[src/hdl/utf8ld_pkg.sv]
// ----------------------------------------------------------------------------
// utf8ld_pkg
// Shared widths and the result packet passed from the decode front end
// through the queue to the output sequencer.
// ----------------------------------------------------------------------------
`default_nettype none

package utf8ld_pkg;

  localparam int BYTE_W = 8;
  localparam int CP_W   = 21;

  // up to two code points produced by one input byte
  typedef struct packed {
    logic            two;
    logic [CP_W-1:0] cp0;
    logic [CP_W-1:0] cp1;
  } pkt_t;

endpackage

`default_nettype wire

[src/hdl/utf8ld_if.sv]
// ----------------------------------------------------------------------------
// utf8ld channel interfaces
// Valid/ready channels for the byte stream in and the code point stream out.
// ----------------------------------------------------------------------------
`default_nettype none

interface utf8ld_byte_if;
  logic                         valid;
  logic                         ready;
  logic [utf8ld_pkg::BYTE_W-1:0] data_byte;
  logic                         string_last;

  modport source (output valid, output data_byte, output string_last, input ready);
  modport sink   (input valid, input data_byte, input string_last, output ready);
endinterface

interface utf8ld_cp_if;
  logic                       valid;
  logic                       ready;
  logic [utf8ld_pkg::CP_W-1:0] code_point;
  logic                       run_end;

  modport source (output valid, output code_point, output run_end, input ready);
  modport sink   (input valid, input code_point, input run_end, output ready);
endinterface

`default_nettype wire

[src/hdl/utf8_lenient_decoder.sv]
// ----------------------------------------------------------------------------
// utf8_lenient_decoder
// Lenient UTF-8 decoder, one byte in per transaction, code points out.
// ----------------------------------------------------------------------------
// The decoder takes one byte per cycle while the queue has room; its only
// parameter is the queue depth. Each byte is decoded in the cycle it is
// accepted into a packet of zero, one or two code points, which goes through
// a small queue to the output sequencer. The sequencer sends one code point
// per cycle while the output is ready; a packet holds two code points only
// when a string ends inside a sequence. A byte reaches the output through
// the queue storage and then the packet register. Bytes are accepted while
// the queue has room, also while a code point waits at the output.
`default_nettype none

module utf8_lenient_decoder #(
  parameter int QUEUE_DEPTH = 2
) (
  input  wire logic    clk,
  input  wire logic    rst,
  utf8ld_byte_if.sink  byte_stream,
  utf8ld_cp_if.source  code_stream
);
  import utf8ld_pkg::*;

  pkt_t push_pkt;
  pkt_t head_pkt;
  logic push;
  logic full;
  logic pop;
  logic head_valid;

  // decode front end
  utf8ld_front u_front (
    .clk   (clk),
    .rst   (rst),
    .bytes (byte_stream),
    .full  (full),
    .pkt   (push_pkt),
    .push  (push)
  );

  // decoupling queue
  utf8ld_queue #(
    .DEPTH (QUEUE_DEPTH)
  ) u_queue (
    .clk        (clk),
    .rst        (rst),
    .push       (push),
    .push_pkt   (push_pkt),
    .full       (full),
    .pop        (pop),
    .head_valid (head_valid),
    .head_pkt   (head_pkt)
  );

  // output sequencer
  utf8ld_back u_back (
    .clk        (clk),
    .rst        (rst),
    .head_valid (head_valid),
    .head_pkt   (head_pkt),
    .pop        (pop),
    .points     (code_stream)
  );

endmodule

`default_nettype wire

[src/hdl/utf8ld_front.sv]
// ----------------------------------------------------------------------------
// utf8ld_front
// Accepts bytes, tracks the pending multi-byte sequence and turns each byte
// into a packet of zero, one or two code points.
// ----------------------------------------------------------------------------
`default_nettype none

module utf8ld_front (
  input  wire logic             clk,
  input  wire logic             rst,
  utf8ld_byte_if.sink           bytes,
  input  wire logic             full,
  output utf8ld_pkg::pkt_t      pkt,
  output logic                  push
);
  import utf8ld_pkg::*;

  // sequence length codes, zero means no sequence pending
  localparam logic [2:0] LEN_IDLE  = 3'd0;
  localparam logic [2:0] LEN_ONE   = 3'd1;
  localparam logic [2:0] LEN_TWO   = 3'd2;
  localparam logic [2:0] LEN_THREE = 3'd3;
  localparam logic [2:0] LEN_FOUR  = 3'd4;

  function automatic logic [2:0] lead_len(input logic [BYTE_W-1:0] b);
    logic [2:0] len;
    if (!b[7])                        len = LEN_ONE;
    else if ((b & 8'hE0) == 8'hC0)    len = LEN_TWO;
    else if ((b & 8'hF0) == 8'hE0)    len = LEN_THREE;
    else if ((b & 8'hF8) == 8'hF0)    len = LEN_FOUR;
    else                              len = LEN_IDLE;
    return len;
  endfunction

  logic [BYTE_W-1:0] held_bytes [3];
  logic [1:0]        held_count, held_count_next;
  logic [2:0]        needed_length, needed_length_next;

  logic              accept;
  logic [BYTE_W-1:0] b;
  logic              last;
  logic [2:0]        len_b;
  logic [2:0]        cnt_inc;
  logic              complete;
  logic              store;
  logic [CP_W-1:0]   cp_seq;
  logic [CP_W-1:0]   b_cp;
  logic [CP_W-1:0]   h1_cp;
  logic [BYTE_W-1:0] h1;
  logic [1:0]        n;

  assign bytes.ready = !full;
  assign accept      = bytes.valid && bytes.ready;
  assign b           = bytes.data_byte;
  assign last        = bytes.string_last;
  assign h1          = held_bytes[1];
  assign b_cp        = {{(CP_W-BYTE_W){1'b0}}, b};
  assign h1_cp       = {{(CP_W-BYTE_W){1'b0}}, h1};

  // assemble a completed sequence
  always_comb begin
    unique case (needed_length)
      LEN_TWO:   cp_seq = {10'd0, held_bytes[0][4:0], b[5:0]};
      LEN_THREE: cp_seq = {5'd0, held_bytes[0][3:0], h1[5:0], b[5:0]};
      default:   cp_seq = {held_bytes[0][2:0], h1[5:0], held_bytes[2][5:0], b[5:0]};
    endcase
  end

  // decode of one byte against the pending sequence
  always_comb begin
    len_b              = lead_len(b);
    cnt_inc            = {1'b0, held_count} + 3'd1;
    complete           = (needed_length != LEN_IDLE) && (cnt_inc >= needed_length);
    store              = 1'b0;
    n                  = 2'd0;
    pkt.cp0            = b_cp;
    pkt.cp1            = b_cp;
    held_count_next    = held_count;
    needed_length_next = needed_length;

    if (needed_length == LEN_IDLE) begin
      if (len_b == LEN_ONE) begin
        n = 2'd1;
      end else if (len_b != LEN_IDLE && !last) begin
        store              = 1'b1;
        held_count_next    = 2'd1;
        needed_length_next = len_b;
      end
    end else if (complete) begin
      n                  = 2'd1;
      pkt.cp0            = cp_seq;
      held_count_next    = 2'd0;
      needed_length_next = LEN_IDLE;
    end else if (last) begin
      // truncated sequence: drop the lead, decode the bytes after it afresh
      if (held_count != 2'd2) begin
        if (!b[7]) n = 2'd1;
      end else if (!h1[7]) begin
        pkt.cp0 = h1_cp;
        n       = b[7] ? 2'd1 : 2'd2;
      end else if ((h1 & 8'hE0) == 8'hC0) begin
        pkt.cp0 = {10'd0, h1[4:0], b[5:0]};
        n       = 2'd1;
      end else if (!b[7]) begin
        n = 2'd1;
      end
    end else begin
      store           = 1'b1;
      held_count_next = cnt_inc[1:0];
    end

    // a string end always returns to idle
    if (last) begin
      held_count_next    = 2'd0;
      needed_length_next = LEN_IDLE;
    end
    pkt.two = (n == 2'd2);
    push    = accept && (n != 2'd0);
  end

  // sequence state
  always_ff @(posedge clk) begin
    if (rst) begin
      held_count    <= 2'd0;
      needed_length <= LEN_IDLE;
    end else if (accept) begin
      held_count    <= held_count_next;
      needed_length <= needed_length_next;
    end
  end

  // held bytes, lead byte goes to entry zero
  always_ff @(posedge clk) begin
    if (accept && store) begin
      if (needed_length == LEN_IDLE) begin
        held_bytes[0] <= b;
      end else if (held_count != 2'd3) begin
        held_bytes[held_count] <= b;
      end
    end
  end

endmodule

`default_nettype wire

[src/hdl/utf8ld_queue.sv]
// ----------------------------------------------------------------------------
// utf8ld_queue
// Small packet queue between the decode front end and the output sequencer.
// ----------------------------------------------------------------------------
`default_nettype none

module utf8ld_queue #(
  parameter int DEPTH = 2
) (
  input  wire logic              clk,
  input  wire logic              rst,
  input  wire logic              push,
  input  wire utf8ld_pkg::pkt_t  push_pkt,
  output logic                   full,
  input  wire logic              pop,
  output logic                   head_valid,
  output utf8ld_pkg::pkt_t       head_pkt
);
  import utf8ld_pkg::*;

  localparam int PTR_W = (DEPTH > 1) ? $clog2(DEPTH) : 1;
  localparam int CNT_W = $clog2(DEPTH + 1);
  localparam logic [PTR_W-1:0] PTR_LAST = PTR_W'(DEPTH - 1);
  localparam logic [CNT_W-1:0] CNT_FULL = CNT_W'(DEPTH);

  pkt_t             mem [DEPTH];
  logic [PTR_W-1:0] wr_ptr;
  logic [PTR_W-1:0] rd_ptr;
  logic [CNT_W-1:0] fill;
  logic             do_push;
  logic             do_pop;

  assign full       = (fill == CNT_FULL);
  assign head_valid = (fill != '0);
  assign head_pkt   = mem[rd_ptr];
  assign do_push    = push && !full;
  assign do_pop     = pop && head_valid;

  // storage
  always_ff @(posedge clk) begin
    if (do_push) mem[wr_ptr] <= push_pkt;
  end

  // pointers and fill level
  always_ff @(posedge clk) begin
    if (rst) begin
      wr_ptr <= '0;
      rd_ptr <= '0;
      fill   <= '0;
    end else begin
      if (do_push) wr_ptr <= (wr_ptr == PTR_LAST) ? '0 : wr_ptr + PTR_W'(1);
      if (do_pop)  rd_ptr <= (rd_ptr == PTR_LAST) ? '0 : rd_ptr + PTR_W'(1);
      if (do_push && !do_pop)      fill <= fill + CNT_W'(1);
      else if (do_pop && !do_push) fill <= fill - CNT_W'(1);
    end
  end

endmodule

`default_nettype wire

[src/hdl/utf8ld_back.sv]
// ----------------------------------------------------------------------------
// utf8ld_back
// Output sequencer: holds one packet and hands out its code points one
// transaction at a time, marking the last one of the packet.
// ----------------------------------------------------------------------------
`default_nettype none

module utf8ld_back (
  input  wire logic              clk,
  input  wire logic              rst,
  input  wire logic              head_valid,
  input  wire utf8ld_pkg::pkt_t  head_pkt,
  output logic                   pop,
  utf8ld_cp_if.source            points
);
  import utf8ld_pkg::*;

  pkt_t cur;
  logic cur_valid;
  logic second;
  logic fire;
  logic done;

  assign points.valid      = cur_valid;
  assign points.code_point = second ? cur.cp1 : cur.cp0;
  assign points.run_end    = second || !cur.two;

  assign fire = cur_valid && points.ready;
  assign done = fire && points.run_end;
  assign pop  = head_valid && (!cur_valid || done);

  // packet register
  always_ff @(posedge clk) begin
    if (pop) cur <= head_pkt;
  end

  // sequencing control
  always_ff @(posedge clk) begin
    if (rst) begin
      cur_valid <= 1'b0;
      second    <= 1'b0;
    end else if (pop) begin
      cur_valid <= 1'b1;
      second    <= 1'b0;
    end else if (done) begin
      cur_valid <= 1'b0;
      second    <= 1'b0;
    end else if (fire) begin
      second    <= 1'b1;
    end
  end

endmodule

`default_nettype wire

[src/flat_wrapper.sv]
// flat-port wrapper written by rule: the top's interface ports become plain ports
module utf8_lenient_decoder_flat import utf8ld_pkg::*;
#(
  parameter int QUEUE_DEPTH = 2
)
  (clk, rst, byte_stream_valid, byte_stream_data_byte, byte_stream_string_last, byte_stream_ready, code_stream_valid, code_stream_code_point, code_stream_run_end, code_stream_ready);
  utf8ld_byte_if byte_stream_i ();
  utf8ld_cp_if code_stream_i ();
  input  wire logic clk;
  input  wire logic rst;
  input wire logic [$bits(byte_stream_i.valid)-1:0] byte_stream_valid;
  input wire logic [$bits(byte_stream_i.data_byte)-1:0] byte_stream_data_byte;
  input wire logic [$bits(byte_stream_i.string_last)-1:0] byte_stream_string_last;
  output wire logic [$bits(byte_stream_i.ready)-1:0] byte_stream_ready;
  output wire logic [$bits(code_stream_i.valid)-1:0] code_stream_valid;
  output wire logic [$bits(code_stream_i.code_point)-1:0] code_stream_code_point;
  output wire logic [$bits(code_stream_i.run_end)-1:0] code_stream_run_end;
  input wire logic [$bits(code_stream_i.ready)-1:0] code_stream_ready;
  assign byte_stream_i.valid = byte_stream_valid;
  assign byte_stream_i.data_byte = byte_stream_data_byte;
  assign byte_stream_i.string_last = byte_stream_string_last;
  assign byte_stream_ready = byte_stream_i.ready;
  assign code_stream_valid = code_stream_i.valid;
  assign code_stream_code_point = code_stream_i.code_point;
  assign code_stream_run_end = code_stream_i.run_end;
  assign code_stream_i.ready = code_stream_ready;
  utf8_lenient_decoder #(.QUEUE_DEPTH(QUEUE_DEPTH)) u_core (.clk(clk), .rst(rst), .byte_stream(byte_stream_i), .code_stream(code_stream_i));
endmodule
[config.mk]
export PLATFORM = sky130hd
export DESIGN_NAME = utf8_lenient_decoder_flat
export DESIGN_NICKNAME = d
export VERILOG_FILES = /design/src/hdl/utf8ld_pkg.sv /design/src/hdl/utf8ld_if.sv /design/src/hdl/utf8_lenient_decoder.sv /design/src/hdl/utf8ld_front.sv /design/src/hdl/utf8ld_queue.sv /design/src/hdl/utf8ld_back.sv /design/src/flat_wrapper.sv
export SDC_FILE = /design/constraint.sdc
export NUM_CORES = 1
export LEC_CHECK = 0
export ABC_AREA = 1
export BUFFER_PORTS_ARGS = -buffer_cell sky130_fd_sc_hd__buf_4
export CAP_MARGIN = 20
export CELL_PAD_IN_SITES_DETAIL_PLACEMENT = 1
export CELL_PAD_IN_SITES_GLOBAL_PLACEMENT = 2
export CORE_UTILIZATION = 43
export DETAILED_ROUTE_END_ITERATION = 6
export GPL_TIMING_DRIVEN = 0
export PLACE_DENSITY = 0.95
export SYNTH_ARGS = -nofsm -noshare
export SYNTH_HDL_FRONTEND = slang
export SYNTH_SLANG_ARGS = --single-unit
export TNS_END_PERCENT = 100
[constraint.sdc]
create_clock -name clk -period 6.6 [get_ports clk]
set_input_delay 0.66 -clock clk [delete_from_list [all_inputs] [get_ports clk]]
set_output_delay 0.66 -clock clk [all_outputs]
set_load 0.02 [all_outputs]
==> results of run 1 <==
[stage by stage]
step	utilization, %	std cells	power, mW
global route	53.14	675	2.769
CTS	52.90	674	2.642
detailed placement	48.32	643	1.807
finish	53.14	675	2.640
global placement	47.97	641	1.761
floorplan	-	462	1.517
[flip-flops by register name, indices dropped and copies added (netlist names)]
name,cells
u_core.u_front.held_bytes,19
u_core.u_front.held_count,2
u_core.u_queue.rd_ptr,1
u_core.u_front.needed_length,3
u_core.u_back.points.valid,1
u_core.u_queue.wr_ptr,1
u_core.u_queue.mem,60
u_core.u_queue.fill,2
u_core.u_back.second,1
u_core.u_back.cur,30
[layout make-up]
type	count	area, µm²
Clock buffer	20	436.7
Timing Repair Buffer	39	330.3
Fill cell	1256	5328
Multi-Input combinational cell	279	1277
Buffer	10	40.04
Sequential cell	120	3493
Inverter	53	201.4
Clock inverter	11	83.83
Tap cell	143	178.9
[worst max-delay path: stages, from the launching register on]
cell and delay (ns):
sky130_fd_sc_hd__dfxtp_1 0.41, sky130_fd_sc_hd__inv_1 0.11, sky130_fd_sc_hd__ha_1 0.31, sky130_fd_sc_hd__inv_1 0.05
sky130_fd_sc_hd__ha_1 0.31, sky130_fd_sc_hd__nand3_1 0.09, sky130_fd_sc_hd__nand3_1 0.22, sky130_fd_sc_hd__nor2_2 0.25
sky130_fd_sc_hd__nand2_1 0.10, sky130_fd_sc_hd__nand3_1 0.13, sky130_fd_sc_hd__nand2_1 0.12, sky130_fd_sc_hd__nor2_4 0.70
[logic make-up (layout without fill, tap and decap cells)]
family	Yosys count	after routing	synth area share [%]
simple gates	218	218	17.58
flops	120	120	69.80
buf+inv	63	133	4.825
compound gates	55	55	6.300
fa+ha+maj	6	6	1.500
[metal layers]
metal | track usage [%] | vias up | share of wire [%]
li1 | - | 1673 | -
met1 | 25.80 | 1711 | 41
met2 | 38.13 | 66 | 54
met3 | 4.624 | 12 | 3.7
met4 | 9.333 | 0 | 1.4
met5 | 0 | - | 0
[layout by cell type (no fill, tap or decap), drive strengths merged]
cell type and n:
nand3b 1, clkbuf 26, nand2 161, ha 6
a21oi 25, edfxtp 109, bufinv 1, clkinvlp 3
o32ai 2, nand4 2, buf 43, dfxtp 11
inv 53, nor2 34, a31oi 2, o21ai 19
nand3 15, o22ai 7, clkinv 7, nor3 5
[power groups by stage]
stage | combinational (mW) | clock (mW) | sequential [mW]
floorplan | 0.423 | 0 | 1.09
global placement | 0.659 | 0 | 1.10
detailed placement | 0.697 | 0 | 1.11
CTS | 0.713 | 0.831 | 1.10
global route | 0.804 | 0.858 | 1.11
finish | 0.726 | 0.820 | 1.09
[path summary, 6_finish.rpt]
kind | startpoint | end | slack (ns) | cells past startpoint
setup / recovery | u_core.u_front.held_count[0] | u_core.u_queue.mem[0][27] | 3.40 | 11
hold reg to reg | u_core.u_front.needed_length[2] | u_core.u_front.needed_length[2] | 0.51 | 2
hold / removal | rst | u_core.u_front.needed_length[0] | 0.48 | 2
setup reg to reg | u_core.u_front.held_count[0] | u_core.u_queue.mem[0][27] | 3.40 | 11
==> results.txt, run 1 <==
The worst-case setup margin in the final layout is 3.401 ns. The number of setup buffers added after CTS is 0. The portion of total power attributed to the clock network is 31.1%.

Setup repair after global routing left no endpoint under its margin. A synthesized cell averages 10.83 µm². The power per standard cell area came out at 436.9 mW/mm². The share of total power dissipated in combinational logic is 27.5%. The post-synthesis sequential area ratio is 69.80%. The final hold violation count came out at 0.

The first routing iteration left 230 violations. Detailed routing inserted a total of 3462 vias. The number of global-route vias before repair is 3614.

The tightest slew margin relative to the limit came out at 39.40%. Before antenna repair, the detailed router went through 4 iterations. Post-CTS repair changed the size of 0 cells.

For this run, the number of Yosys warnings is 0. The post-place setup slack came out at 3.403 ns. The flow ran to the end, and the final reports show no timing, DRC or antenna violations. The area share of the leading cell type in the synthesized netlist is 65.40%.

STA classifies the critical path endpoint as a register. Across all hold checks on the routed design, the worst slack comes to 0.4804 ns. Compared with the post-synthesis result, the final layout area differs by 20.72%.

The count of final setup violators came out at 0. After global routing the overflow that remains totals 0. The number of inserted diodes is 0.

The class of the most critical setup path is register to register. The final-layout setup total negative slack is 0 ns. Data arrives at the worst endpoint at 3.23 ns. The flop and latch count out of synthesis came out at 120. The cell area after layout came out at 0.006042 mm². The die area came out at 0.01207 mm². In the global route stage, overall resource usage came out at 21.77%. The final wirelength came out at 11830 µm. The global-route wire length before repair came out at 18640 µm. The cell-internal power is 1.788 mW. For this design the total switching power over the nets is 0.8517 mW. The final-stage net count came out at 539.

Ranked by total cell area, the synthesized netlist is headed by sky130_fd_sc_hd__edfxtp_1 65%, sky130_fd_sc_hd__nand2_1 12%, sky130_fd_sc_hd__dfxtp_1 4.4%. The detailed placer's ending HPWL came out at 7918 µm. In this run the number of H-tree levels came out at 4.

The tree is rooted in a sky130_fd_sc_hd__clkbuf_16. The minimum clock period is 3.199 ns. The initial antenna violation count is 0. The net count of the mapped netlist came out at 481. The switching portion of total power came out at 32.27%. The number of instances in the synthesized netlist came out at 462.

By instance count, the leading cell after synthesis is sky130_fd_sc_hd__nand2_1. The measured slew at the worst slew-check pin came out at 0.9069 ns. The part of the power in registers came out at 41.4%. The remaining antenna violation count after routing is 0.

The fraction of the cycle the final worst path needs is 48.47%. The post-detailed-placement cell area is 0.005494 mm². In this run the worst hold path is classified as input port to register. The max-cap check violation count came out at 0. The number of remaining DRC errors is 0. The biggest area consumer among synthesized cells is sky130_fd_sc_hd__edfxtp_1. The worst clock skew on the final layout came out at 0.007082 ns. In this run the deepest clock path goes through 2 buffers. The endpoint required time on the critical path came out at 6.63 ns. The fraction of layout instances using a drive strength above 1 is 15.23%. The max-slew violation total from the final report came out at 0. The width of the chip came out at 109.9 µm. The total number of placement rows is 39. The unique cell type count in the Yosys netlist came out at 28. The floorplan die height is 109.9 µm. During placement, the flow inserted port buffers numbering 36. The number of clock buffers added by TritonCTS is 17. In the synthesized netlist, the cells that appear most often are 158 x sky130_fd_sc_hd__nand2_1, 109 x sky130_fd_sc_hd__edfxtp_1, 48 x sky130_fd_sc_hd__inv_1, 32 x sky130_fd_sc_hd__nor2_1, 25 x sky130_fd_sc_hd__a21oi_1. The top fanout value on the critical path came out at 30. The worst ir drop on vdd is 272.4 µV. The share of flip-flops with an asynchronous set or reset after synthesis is 0%.

The final weighted congestion of routability-driven global placement came out at 0.8238. The via-per-instance ratio came out at 5.129. The quantity of hold-fixing buffers added after cts came out at 0. Timing would allow up to 312.6 MHz. The initial core utilization is 44.02%.

The clock insertion delay at the later pin of the skew report is 0.41 ns. The worst setup path is launched from a register. The post-synth design cell area came out at 0.005005 mm². In the final routed layout, each cell accounts on average for 17.53 µm. Entering global routing, the biggest net connects 31 pins. The number of sinks driven by the clock tree is 120. The number of enable flip-flop cells after synthesis came out at 109.

The clock tree from TritonCTS is yes. Summed over all cells, the static leakage comes to 2.503 nW. After clock tree synthesis, the clock-pin slew on the worst setup and hold paths is 0.05 ns. The core outline area came out at 0.01137 mm². The I/O pin total is 37.

The most instantiated flip-flop cell in the synthesis netlist is sky130_fd_sc_hd__edfxtp_1.
Power figures use the tool's default switching activity.
==> inputs of run 2 (changes only) <==
CORE_UTILIZATION = 39   (was 43)
PLACE_DENSITY = 0.88   (was 0.95)
clock period = 3 ns   (was 6.6 ns; I/O delays follow)
==> results.txt, run 2 (synthesized netlist as in run 1, its figures left out) <==
The tightest slew margin relative to the limit came out at 51.45% (was 39.40%). The core outline area came out at 0.01257 mm² (was 0.01137 mm²). The initial antenna violation count is 0 (unchanged). The endpoint required time on the critical path came to 3.13 ns (was 6.63 ns). The class of the tightest hold or removal check is input port to register (unchanged). The sort of element at the start of the critical path is a register (unchanged).

The worst hold slack is 0.1143 ns (was 0.4804 ns). The commonest non-fill, non-tap cell in the layout is sky130_fd_sc_hd__nand2_1 (unchanged). The max-slew violation total from the final report came out at 0 (unchanged).

The total global routing track utilization was 19.11% (was 21.77%). Setup repair after global routing missed its margin: no (unchanged). Leading cell types in the layout, fill and taps excluded: 157 x sky130_fd_sc_hd__nand2_1, 109 x sky130_fd_sc_hd__edfxtp_1, 47 x sky130_fd_sc_hd__inv_1 (was 158 x sky130_fd_sc_hd__nand2_1, 109 x sky130_fd_sc_hd__edfxtp_1, 48 x sky130_fd_sc_hd__inv_1). The clock insertion delay at the later pin of the skew report is 0.42 ns (was 0.41 ns).

The detailed placer's ending HPWL came to 8146 µm (was 7918 µm). The number of global-route vias before repair is 3526 (was 3614). The quantity of hold-fixing buffers added after cts came out at 0 (unchanged). The initial core utilization came out at 39.82% (was 44.02%). The sum of overflow across all layers after global routing is 0 (unchanged). The number of inserted diodes is 0 (unchanged).

The final hold violation count is 0 (unchanged). The achievable frequency came out at 355.4 MHz (was 312.6 MHz). The number of buffers added on ports is 36 (unchanged).

The number of sinks driven by the clock tree was 120 (unchanged). The detailed-route wire length per cell is 16.42 µm (was 17.53 µm). The fraction of the cycle the final worst path needs was 93.79% (was 48.47%).

The die area is 0.01329 mm² (was 0.01207 mm²). The number of search-and-repair iterations in the first detailed-routing pass was 4 (unchanged). The clock buffer count from CTS came out at 17 (unchanged). The total of fill cells in the finished design was 1365 (was 1256). Top flop regs: u_core.u_queue.mem: 60 flops, u_core.u_back.cur: 30 flops, u_core.u_front.held_bytes: 19 flops (unchanged).

The worst ir drop on vdd is 330.4 µV (was 272.4 µV). The maximum level of the CTS H-tree is 4 (unchanged). The critical-path cell with the highest stage delay is sky130_fd_sc_hd__dfxtp_2 (was sky130_fd_sc_hd__nor2_4).

The final wirelength came out at 11620 µm (was 11830 µm). The first-iteration detailed-routing DRC count is 172 (was 230). The max-cap check violation count came out at 0 (unchanged).

The post-detailed-placement cell area was 0.005520 mm² (was 0.005494 mm²). The minimum clock period came out at 2.814 ns (was 3.199 ns). The remaining antenna violation count after routing is 0 (unchanged). The measured slew at the worst slew-check pin is 0.7275 ns (was 0.9069 ns). The area of all sequential standard cells was 0.003495 mm² (was 0.003493 mm²). The via-per-instance ratio is 4.819 (was 5.129). The static leakage came out at 2.523 nW (was 2.503 nW). The top fanout value on the critical path is 5 (was 30). The area of combinational cells with multiple inputs is 0.001324 mm² (was 0.001277 mm²). The clock tree from TritonCTS is yes (unchanged).

The width of the chip came out at 115.3 µm (was 109.9 µm). The total number of placement rows came out at 41 (was 39). The worst clock skew on the final layout is 0.009275 ns (was 0.007082 ns). Sequence of cells on the critical path: inv_1, ha_1, inv_1, ha_1, nand3_1, nand3_2, nand2_1, nand2_1, nor2_1, nand3_1, nor3_2, buf_4 (was inv_1, ha_1, inv_1, ha_1, nand3_1, nand3_1, nor2_2, nand2_1, nand3_1, nand2_1, nor2_4). The class of the most critical setup path was register to register (unchanged). The area growth from synthesis to final layout is 23.35% (was 20.72%). The global-route wire length before repair was 18020 µm (was 18640 µm). The power per standard cell area was 955.6 mW/mm² (was 436.9 mW/mm²). The core utilization of the finished layout was 49.12% (was 53.14%). The I/O pin total is 37 (unchanged). The register with the most flip-flops was u_core.u_queue.mem (unchanged). The delay of the slowest cell on the worst path came out at 0.37 ns (was 0.70 ns). The total via count in the routed design came out at 3412 (was 3462). The count of final setup violators came out at 0 (unchanged). The clock root buffer is sky130_fd_sc_hd__clkbuf_16 (unchanged).

Result of the run: completed (unchanged). The fraction of layout instances using a drive strength above 1 was 16.98% (was 15.23%). The clock slew seen by the registers of the worst setup and hold paths is 0.05 ns (about the same). The final-layout setup total negative slack is 0 ns (unchanged). The cell area after layout came out at 0.006173 mm² (was 0.006042 mm²). The number of buffers on the longest clock path is 2 (unchanged). The number of flip-flops in the largest register was 60 (unchanged). The final-stage net count is 542 (was 539). The data arrival time of the critical path is 2.94 ns (was 3.23 ns). The floorplan die height was 115.3 µm (was 109.9 µm). The endpoint class of the critical path was a register (unchanged). The number of remaining DRC errors is 0 (unchanged). The final weighted congestion of routability-driven global placement came to 0.8058 (was 0.8238). The maximum number of pins on one net before global-route repair was 31 (unchanged).
## run 2: critical path: cells and delay by family, from the launching register on
family,cells,cell delay [ns]
simple gates,7,1.17
fa+ha+maj,2,0.62
buf+inv,3,0.38
flops,1,0.37
## run 2: metrics by stage
stage	total power, mW	setup WS [ns]	instances
2_1_floorplan	3.338	0.1115	462
4_1_cts	5.908	0.005194	707
3_5_place_dp	3.984	-0.1864	672
3_3_place_gp	3.883	-0.5679	670
6_report	5.899	0.1863	708
5_1_grt	6.193	0.008961	708
## run 2: routing by layer
layer | routed length, µm | global-route usage [%] | vias up
met5 | 0 | 0 | -
met4 | 245 | 9.697 | 0
met3 | 476 | 5.008 | 19
met2 | 5956 | 32.49 | 60
met1 | 4944 | 22.39 | 1655
li1 | - | - | 1678
## run 2: final timing paths
path                                startpoint                               to  slack [ns]  cells past startpoint
hold reg to reg         u_core.u_queue.fill[1]           u_core.u_queue.fill[1]        0.50                      2
setup reg to reg  u_core.u_front.held_count[0]  u_core.u_front.held_bytes[1][2]        0.19                     12
hold / removal                             rst       u_core.u_back.points.valid        0.11                      2
setup / recovery  u_core.u_front.held_count[0]  u_core.u_front.held_bytes[1][2]        0.19                     12
## run 2: layout make-up
| class | count | area share [%] |
|---|---|---|
| flip-flops and latches | 120 | 56.61 |
| multi-input cells | 280 | 21.44 |
| clock buffers | 21 | 7.134 |
| repair buffers | 41 | 5.634 |
| well taps | 172 | 3.486 |
| inverters | 53 | 3.324 |
| clock inverters | 11 | 1.723 |
| plain buffers | 10 | 0.6486 |
## run 2: power by group
part | leakage, nW | internal, mW | total (mW) | switching [mW]
sequential | 1.11 | 2.29 | 2.40 | 0.119
clock | 0.263 | 1.20 | 1.89 | 0.689
combinational | 1.15 | 0.543 | 1.60 | 1.06
## run 2: repair_timing
action,4_1_cts,5_1_grt
pin swaps,1,0
resized for setup,7,4
setup endpoints to repair,65,26
gates cloned,1,0
buffers inserted,2,0
